--- src/dgbd_pkg.sv ---
// Shared constants, types and trig tables for the direction grid block downsampler.
`default_nettype none

package dgbd_pkg;

	// Cell codes
	localparam logic signed [7:0] CODE_OBSTACLE    = 8'sd100;
	localparam logic signed [7:0] CODE_HEADING_MIN = 8'sd1;
	localparam logic signed [7:0] CODE_HEADING_MAX = 8'sd99;
	localparam logic signed [7:0] CODE_FREE        = 8'sd0;
	localparam logic signed [7:0] CODE_UNKNOWN     = -8'sd1;

	// Decision source codes
	localparam logic [2:0] SRC_OBSTACLE = 3'd0;
	localparam logic [2:0] SRC_CENTER   = 3'd1;
	localparam logic [2:0] SRC_MEAN     = 3'd2;
	localparam logic [2:0] SRC_FREE     = 3'd3;
	localparam logic [2:0] SRC_UNKNOWN  = 3'd4;

	localparam int TRIG_FRAC_BITS    = 14;
	localparam int CORDIC_ITERATIONS = 16;
	localparam int TABLE_STEPS       = 30;
	localparam int CORD_N = (CORDIC_ITERATIONS < TABLE_STEPS) ? CORDIC_ITERATIONS : TABLE_STEPS;

	localparam int TRIG_W  = TRIG_FRAC_BITS + 2;
	localparam int SUM_W   = 24;
	localparam int XY_W    = SUM_W + 4;     // room for CORDIC gain and sqrt(2)
	localparam int ITER_W  = 5;
	localparam int TAB_N   = 100;
	localparam int TAB_IDX_W = 7;
	localparam int TRIG_SH = 30 - TRIG_FRAC_BITS;
	localparam longint TABLE_GAIN_Q30 = 64'sd652032874;

	localparam logic [31:0] QUARTER_TURN = 32'h4000_0000;
	localparam logic [31:0] HALF_TURN    = 32'h8000_0000;

	typedef logic signed [TRIG_W-1:0] trig_tab_t [0:TAB_N-1];
	typedef logic [31:0] atan_tab_t [0:(1<<ITER_W)-1];

	// atan(2^-i) in fractions of a turn, 2^32 per turn; unused tail is zero
	localparam atan_tab_t TURN_ATAN = '{
		32'd536870912, 32'd316933406, 32'd167458907, 32'd85004756, 32'd42667331,
		32'd21354465, 32'd10679838, 32'd5340245, 32'd2670163, 32'd1335087,
		32'd667544, 32'd333772, 32'd166886, 32'd83443, 32'd41722,
		32'd20861, 32'd10430, 32'd5215, 32'd2608, 32'd1304,
		32'd652, 32'd326, 32'd163, 32'd81, 32'd41,
		32'd20, 32'd10, 32'd5, 32'd3, 32'd1,
		32'd0, 32'd0
	};

	// Builds sin or cos of k/100 turn, evaluated at elaboration only
	function automatic trig_tab_t build_trig(input bit want_sin);
		trig_tab_t tab;
		logic [31:0] a;
		logic [31:0] q;
		logic [31:0] r32;
		longint z;
		longint x;
		longint y;
		longint dx;
		longint dy;
		longint c;
		longint s;
		longint v;
		for (int k = 0; k < TAB_N; k++) begin
			a = 32'((longint'(k) * 64'sd4294967296 + 64'sd50) / 64'sd100);
			q = ((a + (QUARTER_TURN >> 1)) >> 30) & 32'd3;
			r32 = a - q * QUARTER_TURN;
			z = longint'($signed(r32));
			x = TABLE_GAIN_Q30;
			y = 0;
			for (int i = 0; i < TABLE_STEPS; i++) begin
				dx = y >>> i;
				dy = x >>> i;
				if (z >= 0) begin
					x = x - dx; y = y + dy; z = z - longint'(TURN_ATAN[i]);
				end else begin
					x = x + dx; y = y - dy; z = z + longint'(TURN_ATAN[i]);
				end
			end
			case (q[1:0])
				2'd0: begin c = x;  s = y;  end
				2'd1: begin c = -y; s = x;  end
				2'd2: begin c = -x; s = -y; end
				default: begin c = y; s = -x; end
			endcase
			v = want_sin ? s : c;
			v = (v + (longint'(1) <<< (TRIG_SH - 1))) >>> TRIG_SH;
			tab[k] = TRIG_W'(v);
		end
		return tab;
	endfunction

	localparam trig_tab_t SIN_TAB = build_trig(1'b1);
	localparam trig_tab_t COS_TAB = build_trig(1'b0);

endpackage

`default_nettype wire

--- src/direction_grid_block_downsampler_top.sv ---
// Top level: block accumulation, decision and iterative CORDIC for the mean heading.
//
//  channel | ports                                       | flow
//  --------+---------------------------------------------+------
//  in      | in_valid, in_stall, cell_value, is_center,  | in
//          | last_in_block                               |
//  out     | out_valid, out_stall, out_value,            | out
//          | decision_source                             |
//
// One cell per cycle while accumulating. A block that falls to the circular mean
// passes through the shared CORDIC rotator (S_CORD) and then the encode state
// (S_EMIT) before its result is loaded; other blocks load it directly from S_ACC.
// Input stalls in S_CORD and S_EMIT, and a last cell stalls while the output
// register holds an untaken result. Reset clears all flags and sums.
`default_nettype none

module direction_grid_block_downsampler_top (
	input  wire logic              clk,
	input  wire logic              arst_n,
	input  wire logic              in_valid,
	output logic                   in_stall,
	input  wire logic signed [7:0] cell_value,
	input  wire logic              is_center,
	input  wire logic              last_in_block,
	output logic                   out_valid,
	input  wire logic              out_stall,
	output logic signed [7:0]      out_value,
	output logic [2:0]             decision_source
);

	typedef enum logic [1:0] {S_ACC, S_CORD, S_EMIT} state_t;

	state_t state_q;
	logic obstacle_q, free_q, heading_q;
	logic signed [7:0] center_q;
	logic [dgbd_pkg::SUM_W-1:0] sin_sum_q, cos_sum_q;
	logic out_valid_q;
	logic signed [7:0] out_value_q;
	logic [2:0] src_q;
	logic [dgbd_pkg::ITER_W-1:0] iter_q;
	logic signed [dgbd_pkg::XY_W-1:0] x_q, y_q;
	logic [31:0] z_q;

	// Cell classification and accumulation of the current item
	logic acc_fire, is_obs, is_head, is_free, center_head, out_free;
	logic obs_n, free_n, head_n;
	logic go_cord, out_load;
	logic signed [7:0] center_n;
	logic [dgbd_pkg::TAB_IDX_W-1:0] tab_idx;
	logic [dgbd_pkg::SUM_W-1:0] sin_n, cos_n;

	assign in_stall = (state_q != S_ACC) || (last_in_block && out_valid_q && out_stall);
	assign acc_fire = in_valid && !in_stall;
	assign out_free = !out_valid_q || !out_stall;

	assign is_obs  = cell_value == dgbd_pkg::CODE_OBSTACLE;
	assign is_head = (cell_value >= dgbd_pkg::CODE_HEADING_MIN)
		&& (cell_value <= dgbd_pkg::CODE_HEADING_MAX);
	assign is_free = cell_value == dgbd_pkg::CODE_FREE;
	assign tab_idx = is_head ? cell_value[dgbd_pkg::TAB_IDX_W-1:0] : '0;

	always_comb begin
		obs_n    = obstacle_q | is_obs;
		free_n   = free_q | is_free;
		head_n   = heading_q | is_head;
		center_n = is_center ? cell_value : center_q;
		sin_n    = sin_sum_q;
		cos_n    = cos_sum_q;
		if (is_head) begin
			sin_n = sin_sum_q + dgbd_pkg::SUM_W'(dgbd_pkg::SIN_TAB[tab_idx]);
			cos_n = cos_sum_q + dgbd_pkg::SUM_W'(dgbd_pkg::COS_TAB[tab_idx]);
		end
	end

	assign center_head = (center_n >= dgbd_pkg::CODE_HEADING_MIN)
		&& (center_n <= dgbd_pkg::CODE_HEADING_MAX);

	// mean heading needed: no obstacle, no center heading, some heading seen
	assign go_cord  = !obs_n && !center_head && head_n;
	assign out_load = ((state_q == S_ACC) && acc_fire && last_in_block && !go_cord)
		|| ((state_q == S_EMIT) && out_free);

	// CORDIC vectoring step, shared over all iterations
	logic signed [dgbd_pkg::XY_W-1:0] dx, dy, x0, y0;
	logic [31:0] step_atan;
	assign dx = y_q >>> iter_q;
	assign dy = x_q >>> iter_q;
	assign step_atan = dgbd_pkg::TURN_ATAN[iter_q];
	assign x0 = dgbd_pkg::XY_W'($signed(cos_n));
	assign y0 = dgbd_pkg::XY_W'($signed(sin_n));

	// enc = (z * 100 + half turn) >> 32, clamped to the heading range
	logic [38:0] enc_prod;
	logic [6:0] enc_raw;
	logic signed [7:0] enc_code;
	assign enc_prod = {1'b0, z_q, 6'b0} + {2'b0, z_q, 5'b0} + {5'b0, z_q, 2'b0}
		+ {7'b0, dgbd_pkg::HALF_TURN};
	assign enc_raw = enc_prod[38:32];
	always_comb begin
		if (enc_raw == 7'd0)
			enc_code = dgbd_pkg::CODE_HEADING_MIN;
		else if (enc_raw > 7'(dgbd_pkg::CODE_HEADING_MAX))
			enc_code = dgbd_pkg::CODE_HEADING_MAX;
		else
			enc_code = signed'({1'b0, enc_raw});
	end

	always_ff @(posedge clk or negedge arst_n) begin
		if (!arst_n) begin
			state_q     <= S_ACC;
			obstacle_q  <= 1'b0;
			free_q      <= 1'b0;
			heading_q   <= 1'b0;
			center_q    <= dgbd_pkg::CODE_UNKNOWN;
			sin_sum_q   <= '0;
			cos_sum_q   <= '0;
			out_valid_q <= 1'b0;
			out_value_q <= dgbd_pkg::CODE_UNKNOWN;
			src_q       <= dgbd_pkg::SRC_UNKNOWN;
			iter_q      <= '0;
		end else begin
			if (out_load)
				out_valid_q <= 1'b1;
			else if (!out_stall)
				out_valid_q <= 1'b0;
			case (state_q)
				S_ACC: begin
					if (acc_fire) begin
						if (last_in_block) begin
							obstacle_q <= 1'b0;
							free_q     <= 1'b0;
							heading_q  <= 1'b0;
							center_q   <= dgbd_pkg::CODE_UNKNOWN;
							sin_sum_q  <= '0;
							cos_sum_q  <= '0;
							if (go_cord) begin
								iter_q  <= '0;
								state_q <= S_CORD;
							end else begin
								if (obs_n) begin
									out_value_q <= dgbd_pkg::CODE_OBSTACLE;
									src_q       <= dgbd_pkg::SRC_OBSTACLE;
								end else if (center_head) begin
									out_value_q <= center_n;
									src_q       <= dgbd_pkg::SRC_CENTER;
								end else if (free_n) begin
									out_value_q <= dgbd_pkg::CODE_FREE;
									src_q       <= dgbd_pkg::SRC_FREE;
								end else begin
									out_value_q <= dgbd_pkg::CODE_UNKNOWN;
									src_q       <= dgbd_pkg::SRC_UNKNOWN;
								end
							end
						end else begin
							obstacle_q <= obs_n;
							free_q     <= free_n;
							heading_q  <= head_n;
							center_q   <= center_n;
							sin_sum_q  <= sin_n;
							cos_sum_q  <= cos_n;
						end
					end
				end
				S_CORD: begin
					iter_q <= iter_q + 1'b1;
					if (iter_q == dgbd_pkg::ITER_W'(dgbd_pkg::CORD_N - 1))
						state_q <= S_EMIT;
				end
				S_EMIT: begin
					if (out_free) begin
						out_value_q <= enc_code;
						src_q       <= dgbd_pkg::SRC_MEAN;
						state_q     <= S_ACC;
					end
				end
				default: state_q <= S_ACC;
			endcase
		end
	end

	// CORDIC working registers
	always_ff @(posedge clk) begin
		if (state_q == S_ACC) begin
			if (x0 < 0) begin
				x_q <= -x0;
				y_q <= -y0;
				z_q <= dgbd_pkg::HALF_TURN;
			end else begin
				x_q <= x0;
				y_q <= y0;
				z_q <= '0;
			end
		end else if (state_q == S_CORD) begin
			if (y_q >= 0) begin
				x_q <= x_q + dx;
				y_q <= y_q - dy;
				z_q <= z_q + step_atan;
			end else begin
				x_q <= x_q - dx;
				y_q <= y_q + dy;
				z_q <= z_q - step_atan;
			end
		end
	end

	assign out_valid       = out_valid_q;
	assign out_value       = out_value_q;
	assign decision_source = src_q;

`ifndef ASSERT_OFF
	a_stall_busy: assert property (@(posedge clk) disable iff (!arst_n)
		(state_q != S_ACC) |-> in_stall)
		else $error("input taken while CORDIC busy");
	a_iter_range: assert property (@(posedge clk) disable iff (!arst_n)
		(state_q == S_CORD) |-> (iter_q < dgbd_pkg::ITER_W'(dgbd_pkg::CORD_N)))
		else $error("CORDIC iteration count out of range");
	a_mean_range: assert property (@(posedge clk) disable iff (!arst_n)
		(out_valid_q && src_q == dgbd_pkg::SRC_MEAN) |->
		(out_value_q >= dgbd_pkg::CODE_HEADING_MIN && out_value_q <= dgbd_pkg::CODE_HEADING_MAX))
		else $error("mean heading outside 1..99");
	a_obstacle_code: assert property (@(posedge clk) disable iff (!arst_n)
		(out_valid_q && src_q == dgbd_pkg::SRC_OBSTACLE) |->
		(out_value_q == dgbd_pkg::CODE_OBSTACLE))
		else $error("obstacle source with wrong code");
	a_emit_after_cord: assert property (@(posedge clk) disable iff (!arst_n)
		$rose(state_q == S_EMIT) |-> $past(state_q == S_CORD))
		else $error("encode entered without CORDIC pass");
`endif

endmodule

`default_nettype wire

--- config.mk ---
export PLATFORM = sky130hd
export DESIGN_NAME = direction_grid_block_downsampler_top
export DESIGN_NICKNAME = d
export VERILOG_FILES = /design/src/dgbd_pkg.sv /design/src/direction_grid_block_downsampler_top.sv
export SDC_FILE = /design/constraint.sdc
export NUM_CORES = 1
export LEC_CHECK = 0
export BUFFER_PORTS_ARGS = -buffer_cell sky130_fd_sc_hd__buf_2
export CORE_MARGIN = 2
export CORE_UTILIZATION = 55
export DETAILED_ROUTE_END_ITERATION = 10
export HOLD_SLACK_MARGIN = 0.1
export PLACE_DENSITY = 0.73
export SYNTH_ARGS = -nofsm -noshare
export SYNTH_HDL_FRONTEND = slang
export SYNTH_SLANG_ARGS = --single-unit
--- constraint.sdc ---
create_clock -name clk -period 7.6 [get_ports clk]
set_input_delay 1.52 -clock clk [delete_from_list [all_inputs] [get_ports clk]]
set_output_delay 1.52 -clock clk [all_outputs]
set_load 0.01 [all_outputs]
Word-level counts from Yosys, hierarchy flattened
Memories as Yosys holds them, arrays and structs flattened.
Cells that the tools add are included.
- reductions and logical operators: 30
- magnitude comparators: 9
- shift operators: 2
- bitwise logic cells: 5
- eq/ne operators: 11
- mux-type cells: 58
- add/sub/neg operators: 14
- operator list (kind ; number):
    2-to-1 mux 28 bit ; 8
    2-to-1 mux 32 bit ; 6
    2-to-1 mux 24 bit ; 4
    2-to-1 mux 8 bit ; 9
    2-to-1 mux 16 bit ; 4
    adder 28 bit ; 2
    negator 24 -> 28 bit ; 2
    >>> shifter 28 x 5 -> 28 bit ; 2
    subtractor 28 bit ; 2
    adder 24 bit ; 2
    adder 38 x 37 -> 39 bit ; 1
    adder 39 x 32 -> 39 bit, second input constant ; 1
    adder 39 x 34 -> 39 bit ; 1
    adder 32 bit ; 1
    subtractor 32 bit ; 1
    greater-or-equal comparator 28 x 1 -> 1 bit, second input constant ; 1
    < comparator 24 x 1 -> 1 bit, second input constant ; 1
    2-to-1 mux 3 bit ; 7
    2-to-1 mux 7 bit ; 3
    greater-or-equal comparator 8 x 2 -> 1 bit, second input constant ; 2
    less-or-equal comparator 8 bit, second input constant ; 2
    case mux 8 bit (2 select lines) ; 1
    2-to-1 mux 5 bit ; 3
    inequality test 2 bit, second input constant ; 6
    other kinds (27) ; 57
- bits of input ports: 14
- output and inout port bits: 13
- bits in registers: 166
- memories kept: 3
- memory bits (read-only): 5120
- logic and storage cells: 146
- memories (name ; depth ; width ; rd ports ; clocked after Yosys merged registers in ; write ports ; RTL line ; text):
    (name not given) ; 128 ; 16 ; 1 ; 0 ; 0 ; direction_grid_block_downsampler_top.sv:71 ; cos_n = cos_sum_q + dgbd_pkg::SUM_W'(dgbd_pkg::COS_TAB[tab_idx]);
    (name not given) ; 128 ; 16 ; 1 ; 0 ; 0 ; direction_grid_block_downsampler_top.sv:70 ; sin_n = sin_sum_q + dgbd_pkg::SUM_W'(dgbd_pkg::SIN_TAB[tab_idx]);
    (name not given) ; 32 ; 32 ; 1 ; 0 ; 0 ; direction_grid_block_downsampler_top.sv:88 ; assign step_atan = dgbd_pkg::TURN_ATAN[iter_q];

Longest topological paths before layout
Gate-level depths: netlist (run 1).
- depth after elaboration: 12
- depth in mapped cells: 31
- gate-level depth less buffers: 27

Worst setup path after synthesis (run 1)
No wires, ideal clock.
- kind: in2reg
- start: input cell_value[3]
- end: register x_q[22] in the netlist's numbering (data pin)
- buffers on the path: 3
- slack: -0.012 ns
- arrival time: 7.467 ns
- cell stages on the path: 27
- data required time: 7.455 ns
- library setup time: 0.145 ns
- path through: or3_1 -> a31oi_1 -> clkbuf_1 -> and2_1 -> clkbuf_1 -> ha_1 -> clkbuf_1 -> nand2b_1 -> nand2_1 -> nor2_1 -> o21ai_0 -> a21oi_1 -> a211oi_1 -> a21oi_1 -> o22ai_1 -> ha_1 -> a21oi_1 -> o21ai_0 -> a221o_1 -> a31oi_1 -> o21bai_1 -> a2111oi_0 -> o21ai_0 -> nor4b_2 -> nand4_1 -> or4_1 -> o21ai_1
- longest elaborated chain between the ends: 12
- elaborated cells between the ends (all ways): 14
- classes of those cells: add/sub: 2; order compare: 3; mux: 6; bitwise: 1; reduce/logical: 1; memory: 1
- ends and longest elaborated chain (element ; RTL line ; text):
    start: declaration ; direction_grid_block_downsampler_top.sv:22 ; input wire logic signed [7:0] cell_value,
    greater-or-equal comparator 8 x 2 -> 1 bit or less-or-equal comparator 8 bit (tied branches) ; direction_grid_block_downsampler_top.sv:57, direction_grid_block_downsampler_top.sv:58 ;
    logical AND 1 bit ; direction_grid_block_downsampler_top.sv:58 ; && (cell_value <= dgbd_pkg::CODE_HEADING_MAX);
    2-to-1 mux 7 bit ; direction_grid_block_downsampler_top.sv:60 ; assign tab_idx = is_head ? cell_value[dgbd_pkg::TAB_IDX_W-1:0] : '0;
    inverter 7 -> 8 bit (implied by the code) ; direction_grid_block_downsampler_top.sv:71 ;
    memory (128 x 16 bit) ; - ;
    2-to-1 mux 16 bit (implied by the code) (2 in a row) ; direction_grid_block_downsampler_top.sv:71 ;
    adder 24 bit ; direction_grid_block_downsampler_top.sv:71 ;
    2-to-1 mux 24 bit (*) ; direction_grid_block_downsampler_top.sv:69 ; if (is_head) begin
    negator 24 -> 28 bit or < comparator 24 x 1 -> 1 bit (tied branches) ; direction_grid_block_downsampler_top.sv:185, direction_grid_block_downsampler_top.sv:184 ;
    2-to-1 mux 28 bit (*) ; direction_grid_block_downsampler_top.sv:184 ; if (x0 < 0) begin
    2-to-1 mux 28 bit (*) ; direction_grid_block_downsampler_top.sv:183 ; if (state_q == S_ACC) begin
    end signal: assignment ; direction_grid_block_downsampler_top.sv:185 ; x_q <= -x0;
    end signal: assignment ; direction_grid_block_downsampler_top.sv:195 ; x_q <= x_q + dx;
    end signal: assignment ; direction_grid_block_downsampler_top.sv:199 ; x_q <= x_q - dx;
    end: declaration ; direction_grid_block_downsampler_top.sv:41 ; logic signed [dgbd_pkg::XY_W-1:0] x_q, y_q;
Every way passes the cells marked *; elsewhere a longest branch is shown, timed or not. The select of a mux whose other input is x is not followed.
A chain may end at the register's enable or synchronous reset.

Worst setup path after layout (run 1)
- start: input cell_value[3]
- end: register y_q[27] in the netlist's numbering (data pin)
- longest elaborated chain between the ends: 12
- elaborated cells between the ends (all ways): 19
- classes of those cells: add/sub: 3; order compare: 3; mux: 9; bitwise: 1; reduce/logical: 1; memory: 2
- ends and longest elaborated chain (element ; RTL line ; text):
    greater-or-equal comparator 8 x 2 -> 1 bit or less-or-equal comparator 8 bit (tied branches) ; direction_grid_block_downsampler_top.sv:57, direction_grid_block_downsampler_top.sv:58 ;
    logical AND 1 bit ; direction_grid_block_downsampler_top.sv:58 ;
    2-to-1 mux 7 bit ; direction_grid_block_downsampler_top.sv:60 ;
    inverter 7 -> 8 bit (implied by the code) ; direction_grid_block_downsampler_top.sv:70, direction_grid_block_downsampler_top.sv:71 ;
    memory (128 x 16 bit) (on tied branches) ; - ;
    2-to-1 mux 16 bit (on tied branches) (2 in a row) ; direction_grid_block_downsampler_top.sv:70, direction_grid_block_downsampler_top.sv:71 ;
    adder 24 bit (on tied branches) ; direction_grid_block_downsampler_top.sv:70, direction_grid_block_downsampler_top.sv:71 ;
    2-to-1 mux 24 bit ; direction_grid_block_downsampler_top.sv:69 ;
    negator 24 -> 28 bit or < comparator 24 x 1 -> 1 bit (tied branches) ; direction_grid_block_downsampler_top.sv:186, direction_grid_block_downsampler_top.sv:184 ;
    2-to-1 mux 28 bit (*) ; direction_grid_block_downsampler_top.sv:184 ;
    2-to-1 mux 28 bit (*) ; direction_grid_block_downsampler_top.sv:183 ;
    end signal: assignment ; direction_grid_block_downsampler_top.sv:186 ; y_q <= -y0;
    end signal: assignment ; direction_grid_block_downsampler_top.sv:190 ; y_q <= y0;
    end signal: assignment ; direction_grid_block_downsampler_top.sv:196 ; y_q <= y_q - dy;
    end: declaration ; direction_grid_block_downsampler_top.sv:41 ;
Marked as above.

==> impl_metrics.env, run 1 <==
export IMPL_status="finished, final reports clean"
export IMPL_final_min_clock_period_ns=7.45
export IMPL_cp_start_kind="input port"
export IMPL_delay_of_the_slowest_cell_on_the_worst_path_ns=0.46
export IMPL_ys_async_sr_fraction_pct=47.0
export IMPL_hold_viol_final=0
export IMPL_worst_slew_margin_rel_pct=22.8
export IMPL_most_common_layout_cells="nand2_1 (382), o21ai_0 (318), buf_4 (310)"
export IMPL_routed_wl_um=106000
export IMPL_global_route_usage_total_pct=42.0
export IMPL_clock_sinks=166
export IMPL_routed_via_count=29200
export IMPL_die_height_um=222
export IMPL_layout_commonest_cell="nand2_1"
export IMPL_wire_length_of_the_first_global_routing_pass_um=162000
export IMPL_final_max_slew_viol_count=0
export IMPL_viasPerCell=7.09
export IMPL_numCtsBuffers=17
export IMPL_postPlaceCellArea_mm2=0.0288
export IMPL_num_rows=79
export IMPL_postRouteAntennaNets=0
export IMPL_dpl_cells=4090
export IMPL_max_clock_path_buffers=2
export IMPL_worst_pin_slew_ns=1.16
export IMPL_timing_critical_path_slowest_stage_cell="or3_1"
export IMPL_timing_hold_worst_class="register to register"
export IMPL_final_cell_count_without_fillers=4126
export IMPL_critical_path_max_fanout=5
export IMPL_setup_worst_path_end_class="register"
export IMPL_grt_busiest_layer="met2"
export IMPL_port_buffer_count=26
export IMPL_yosys_warnings=0
export IMPL_dp_hpwl_um=80900
export IMPL_die_area_mm2=0.0494
export IMPL_synth_enable_flop_cells=88
export IMPL_remaining_drcs=0
export IMPL_ctsRootBufferMaster="clkbuf_16"
export IMPL_die_w_um=222
export IMPL_cts_htree_levels=4
export IMPL_synth_top_flop_cell="edfxtp_1"
export IMPL_grt_overflow_total=0
export IMPL_critical_path_class="input port to register"
export IMPL_met1_track_demand_over_resource_pct=53.5
export IMPL_syn_mean_instance_area_um2=7.81
export IMPL_drtPass1Iterations=7
export IMPL_cp_data_required_time_ns=7.78
export IMPL_cpMostUsedCell="buf_4"
export IMPL_cts_tree="done"
export IMPL_post_route_cell_area_mm2=0.0295
export IMPL_clk_pin_slew_worst_paths_ns=0.08
export IMPL_num_fill_cells=4032
export IMPL_area_of_the_placeable_core_mm2=0.0468
export IMPL_ys_seq_area_share_pct=17.6
export IMPL_yosys_cell_types_count=106
export IMPL_path_buf_inv=6
export IMPL_syn_inst_count=3354
export IMPL_cp_top_family="simple AND/OR/NAND/NOR gates"
export IMPL_maximum_number_of_pins_on_one_net_before_global_route_repair=80
export IMPL_groute_layer_met3_usage_pct=9.80
export IMPL_timing_max_cap_violations=0
export IMPL_routedWlPerCell_um=25.8
export IMPL_achievable_frequency_mhz=134
export IMPL_fraction_of_layout_cells_with_a_size_suffix_above_1_pct=15.7
export IMPL_top_level_ports=27
export IMPL_vias_in_the_first_global_route=27900
export IMPL_place_gp_congestion=1.11
export IMPL_dr_first_iter_drc_count=4356
export IMPL_starting_density_pct=56.0
export IMPL_finish_net_count=3771
export IMPL_mappedNetlistNets=3621
export IMPL_grt_antenna_before_repair=1
export IMPL_worst_path_arrival_time_ns=7.64
export IMPL_groute_layer_met2_usage_pct=65.0
export IMPL_timing_final_setup_violations=0
export IMPL_clock_skew_ns=0.0141
export IMPL_syn_to_final_growth_pct=12.5
export IMPL_final_period_utilization_pct=98.1
export IMPL_ys_ff_latch=166
export IMPL_clock_insertion_delay_worst_skew_ns=0.48
export IMPL_post_synth_instance_area_mm2=0.0262
metal layers:
metal  wire length, um  share of wire [%]
met3             12000                 11
met4              7240                6.8
met1             40900                 38
met2             46300                 44
met5                 0                  0
what timing repair did:
item,CTS,global route
gates resized for setup,0,25
endpoints found under the setup margin,0,21
buffers inserted,0,2
hold buffers,0,0
Yosys cell counts, types with 56 or more instances:
master      n  area (um2)
dfrtp_1    61        1530
a21oi_1   284        1420
a21o_1     75         563
mux4_2     56        1260
edfxtp_1   88        2640
ha_1      220        2750
nand3_1    72         360
o21ai_0   323        1620
xnor2_1   122        1070
clkbuf_1  164         616
xor2_1     97         850
a31oi_1    61         382
nand2_1   382        1430
nor2_1    277        1040
inv_1      83         312
mux2i_1    69         691
nor3_1     63         315
cells by family (layout without fill, tap and decap cells):
group	after synthesis	in the layout	share of synthesized area (%)
AOI/OAI and AO/OA	1189	1189	29.2
xor gates and xnor gates	219	219	7.32
adders and majority gates	253	253	13.0
buffers and inverters	301	464	4.71
DFF	166	166	17.6
muxes	155	155	8.79
other	0	2	0
and+or+nand+nor	1071	1071	19.3
per-stage QoR:
stage               hold WS [ns]  setup TNS [ns]  setup slack, ns  utilization, %
CTS                        0.486               0           0.0169            62.8
finish                     0.477               0            0.146            63.1
global route               0.519         -0.0123          -0.0105            63.1
detailed placement         0.469           -2.31           -0.310            61.5
floorplan                  0.477               0          0.00308               -
global placement           0.463          -0.387          -0.0738            61.5
cell type report:
| cell class | instances | area [um2] | share of cell area, % |
|---|---|---|---|
| repair buffers | 347 | 2690 | 9.13 |
| diodes | 2 | 5.00 | 0.0170 |
| flip-flops and latches | 166 | 4630 | 15.7 |
| well taps | 607 | 759 | 2.58 |
| multi-input cells | 2887 | 20500 | 69.4 |
| clock buffers | 17 | 425 | 1.44 |
| clock inverters | 15 | 188 | 0.636 |
| inverters | 85 | 320 | 1.09 |
registers in the layout, indices dropped and copies added (netlist names), 2 cells and up:
signal,count
cos_sum_q,24
sin_sum_q,24
state_q,2
z_q,32
iter_q,5
out_value,8
y_q,28
x_q,28
center_q,8
decision_source,3
final timing paths:
check,cells past startpoint,end,slack [ns],start
worst max-delay path,28,y_q[27],0.15,cell_value[3]
worst min-delay path,2,decision_source[0],0.48,decision_source[0]
worst max register to register,21,y_q[26],0.19,iter_q[1]
worst min register to register,2,decision_source[0],0.48,decision_source[0]
max in group asynchronous,1,iter_q[0],5.52,arst_n
min in group asynchronous,1,cos_sum_q[7],1.25,arst_n
worst reg2reg max path: cells and delay by family, from the launching register on:
kind | cells | cell delay, ns
flops | 1 | 0.53
mux | 2 | 1.22
buf+inv | 1 | 0.40
fa+ha+maj | 1 | 0.34
compound gates | 11 | 3.10
xor+xnor | 2 | 0.57
simple gates | 4 | 0.92
Power of run 1 is not shown: default switching activity piles up to over one toggle a cycle in this logic, so the estimate is an artifact.
==> run 2, diff against run 1 <==
BUFFER_PORTS_ARGS = not set   (was -buffer_cell sky130_fd_sc_hd__buf_2)
DONT_BUFFER_PORTS = 1   (was not set)
PLACE_DENSITY = 0.72   (was 0.73)
==> impl_metrics.env, run 2 (synthesized netlist as in run 1, its figures left out) <==
export IMPL_critical_path_max_fanout=60
export IMPL_max_clock_path_buffers=2
export IMPL_cpMostUsedCell="buf_4"
export IMPL_drtPass1Iterations=7
export IMPL_dp_hpwl_um=78900
export IMPL_die_w_um=222
export IMPL_met1_track_demand_over_resource_pct=53.7
export IMPL_regToRegEndpoint="x_q[26]"
export IMPL_critical_path_class="input port to register"
export IMPL_postCtsSetupRepairBufs=0
export IMPL_wire_length_of_the_first_global_routing_pass_um=161000
export IMPL_timing_max_cap_violations=0
export IMPL_die_height_um=222
export IMPL_layout_commonest_cell="nand2_1"
export IMPL_setup_worst_path_end_class="register"
export IMPL_clock_insertion_delay_worst_skew_ns=0.49
export IMPL_grt_antenna_before_repair=2
export IMPL_num_fill_cells=4074
export IMPL_groute_layer_met2_usage_pct=64.1
export IMPL_ctsHoldBuffers=0
export IMPL_finish_net_count=3682
export IMPL_clock_sinks=166
export IMPL_starting_density_pct=56.0
export IMPL_timing_final_setup_violations=0
export IMPL_cts_htree_levels=4
export IMPL_postRouteAntennaNets=0
export IMPL_grt_overflow_total=0
export IMPL_timing_rr_start="iter_q[1]"
export IMPL_fraction_of_layout_cells_with_a_size_suffix_above_1_pct=13.2
export IMPL_dr_first_iter_drc_count=3904
export IMPL_clock_skew_ns=0.0199
export IMPL_numCtsBuffers=17
export IMPL_clk_pin_slew_worst_paths_ns=0.07
export IMPL_maximum_number_of_pins_on_one_net_before_global_route_repair=85
export IMPL_vias_in_the_first_global_route=27200
export IMPL_achievable_frequency_mhz=138
export IMPL_cp_start_kind="input port"
export IMPL_routedWlPerCell_um=25.7
export IMPL_path_buf_inv=4
export IMPL_cts_tree="done"
export IMPL_syn_to_final_growth_pct=10.1
export IMPL_worst_pin_slew_ns=1.23
export IMPL_routed_via_count=28700
export IMPL_worst_path_stages=28
export IMPL_die_area_mm2=0.0494
export IMPL_final_min_clock_period_ns=7.26
export IMPL_fin_tns_setup_ns=0
export IMPL_regMostFlops="z_q"
export IMPL_setup_worst_path_start="cell_value[3]"
export IMPL_grt_busiest_layer="met2"
export IMPL_rsz_0062_raised_after_global_routing="false"
export IMPL_timing_hold_worst_class="register to register"
export IMPL_final_period_utilization_pct=95.5
export IMPL_most_common_layout_cells="nand2_1 (382), o21ai_0 (321), a21oi_1 (284)"
export IMPL_routed_wl_um=104000
export IMPL_cp_data_required_time_ns=7.93
export IMPL_timing_critical_path_slowest_stage_cell="or4_1"
export IMPL_largestRegisters="z_q: 32 flops, x_q: 28 flops, y_q: 28 flops"
export IMPL_num_antenna_cells=0
export IMPL_status="finished, final reports clean"
export IMPL_reg2reg_setup_slack_ns=0.36
export IMPL_remaining_drcs=0
export IMPL_largest_reg_flops=32
export IMPL_final_max_slew_viol_count=0
export IMPL_ctsRootBufferMaster="clkbuf_16"
export IMPL_endpoint="x_q[22]"
export IMPL_num_rows=79
export IMPL_top_level_ports=27
export IMPL_groute_layer_met3_usage_pct=8.54
export IMPL_place_gp_congestion=1.11
export IMPL_viasPerCell=7.11
export IMPL_hold_viol_final=0
export IMPL_global_route_usage_total_pct=41.4
export IMPL_worst_path_arrival_time_ns=7.59
export IMPL_area_of_the_placeable_core_mm2=0.0468
export IMPL_port_buffer_count=0
export IMPL_cp_top_family="simple AND/OR/NAND/NOR gates"
export IMPL_worst_slew_margin_rel_pct=16.9
export IMPL_r2r_cells=22
export IMPL_delay_of_the_slowest_cell_on_the_worst_path_ns=0.52
-- run 2: per-stage QoR --
stage	instances	hold WS [ns]	setup WS [ns]	util (%)	cell area [um2]
2_1_floorplan	3354	0.477	0.00308	-	26200
4_1_cts	4035	0.522	0.218	61.6	28800
3_5_place_dp	4003	0.505	-0.276	60.3	28200
6_report	4035	0.520	0.340	61.7	28800
3_3_place_gp	4003	0.499	-0.0166	60.3	28200
5_1_grt	4035	0.531	0.000865	61.7	28800
-- run 2: area by class of cell --
| type | count | area (um2) | share of cell area (%) |
|---|---|---|---|
| timing repair buffer | 258 | 2100 | 7.28 |
| inverter | 85 | 320 | 1.11 |
| clock buffer | 17 | 425 | 1.47 |
| tap | 607 | 759 | 2.63 |
| sequential | 166 | 4630 | 16.0 |
| clock inverter | 15 | 184 | 0.638 |
| multi-input combinational | 2887 | 20400 | 70.8 |
-- run 2: worst register-to-register path: cells and delay by family (launching register included) --
family	cells	cell delay, ns
muxes	3	1.39
AOI/OAI and AO/OA	9	2.03
buffers and inverters	2	0.42
DFF	1	0.49
adders and majority gates	2	0.56
xor gates and xnor gates	1	0.16
and+or+nand+nor	5	1.94
-- run 2: how the worst min path moves through the flow --
stage / slack (ns) / startpoint / to / cells past startpoint
finish: 0.52 / out_value[5] / out_value[5] / 2
global placement: 0.50 / cos_sum_q[9] / cos_sum_q[9] / 2
floorplan: 0.48 / cos_sum_q[14] / cos_sum_q[14] / 2
detailed placement: 0.50 / out_value[5] / out_value[5] / 2
global route: 0.53 / center_q[3] / center_q[3] / 1
CTS: 0.52 / center_q[6] / center_q[6] / 1
-- run 2: what timing repair did --
action	CTS	global route
endpoints found under the hold margin	0	0
setup endpoints to repair	0	16
gates resized for setup	0	11
-- run 2: metal layers --
layer  routed length (um)  vias to the layer above  part of all wire, %
li1                     -                    12800                    -
met1                41100                    13700                   40
met2                45500                     1865                   44
met3                10700                      385                   10
met4                 6490                        4                  6.3
met5                   25                        -                0.024
Power of run 2 is left out for the same reason.
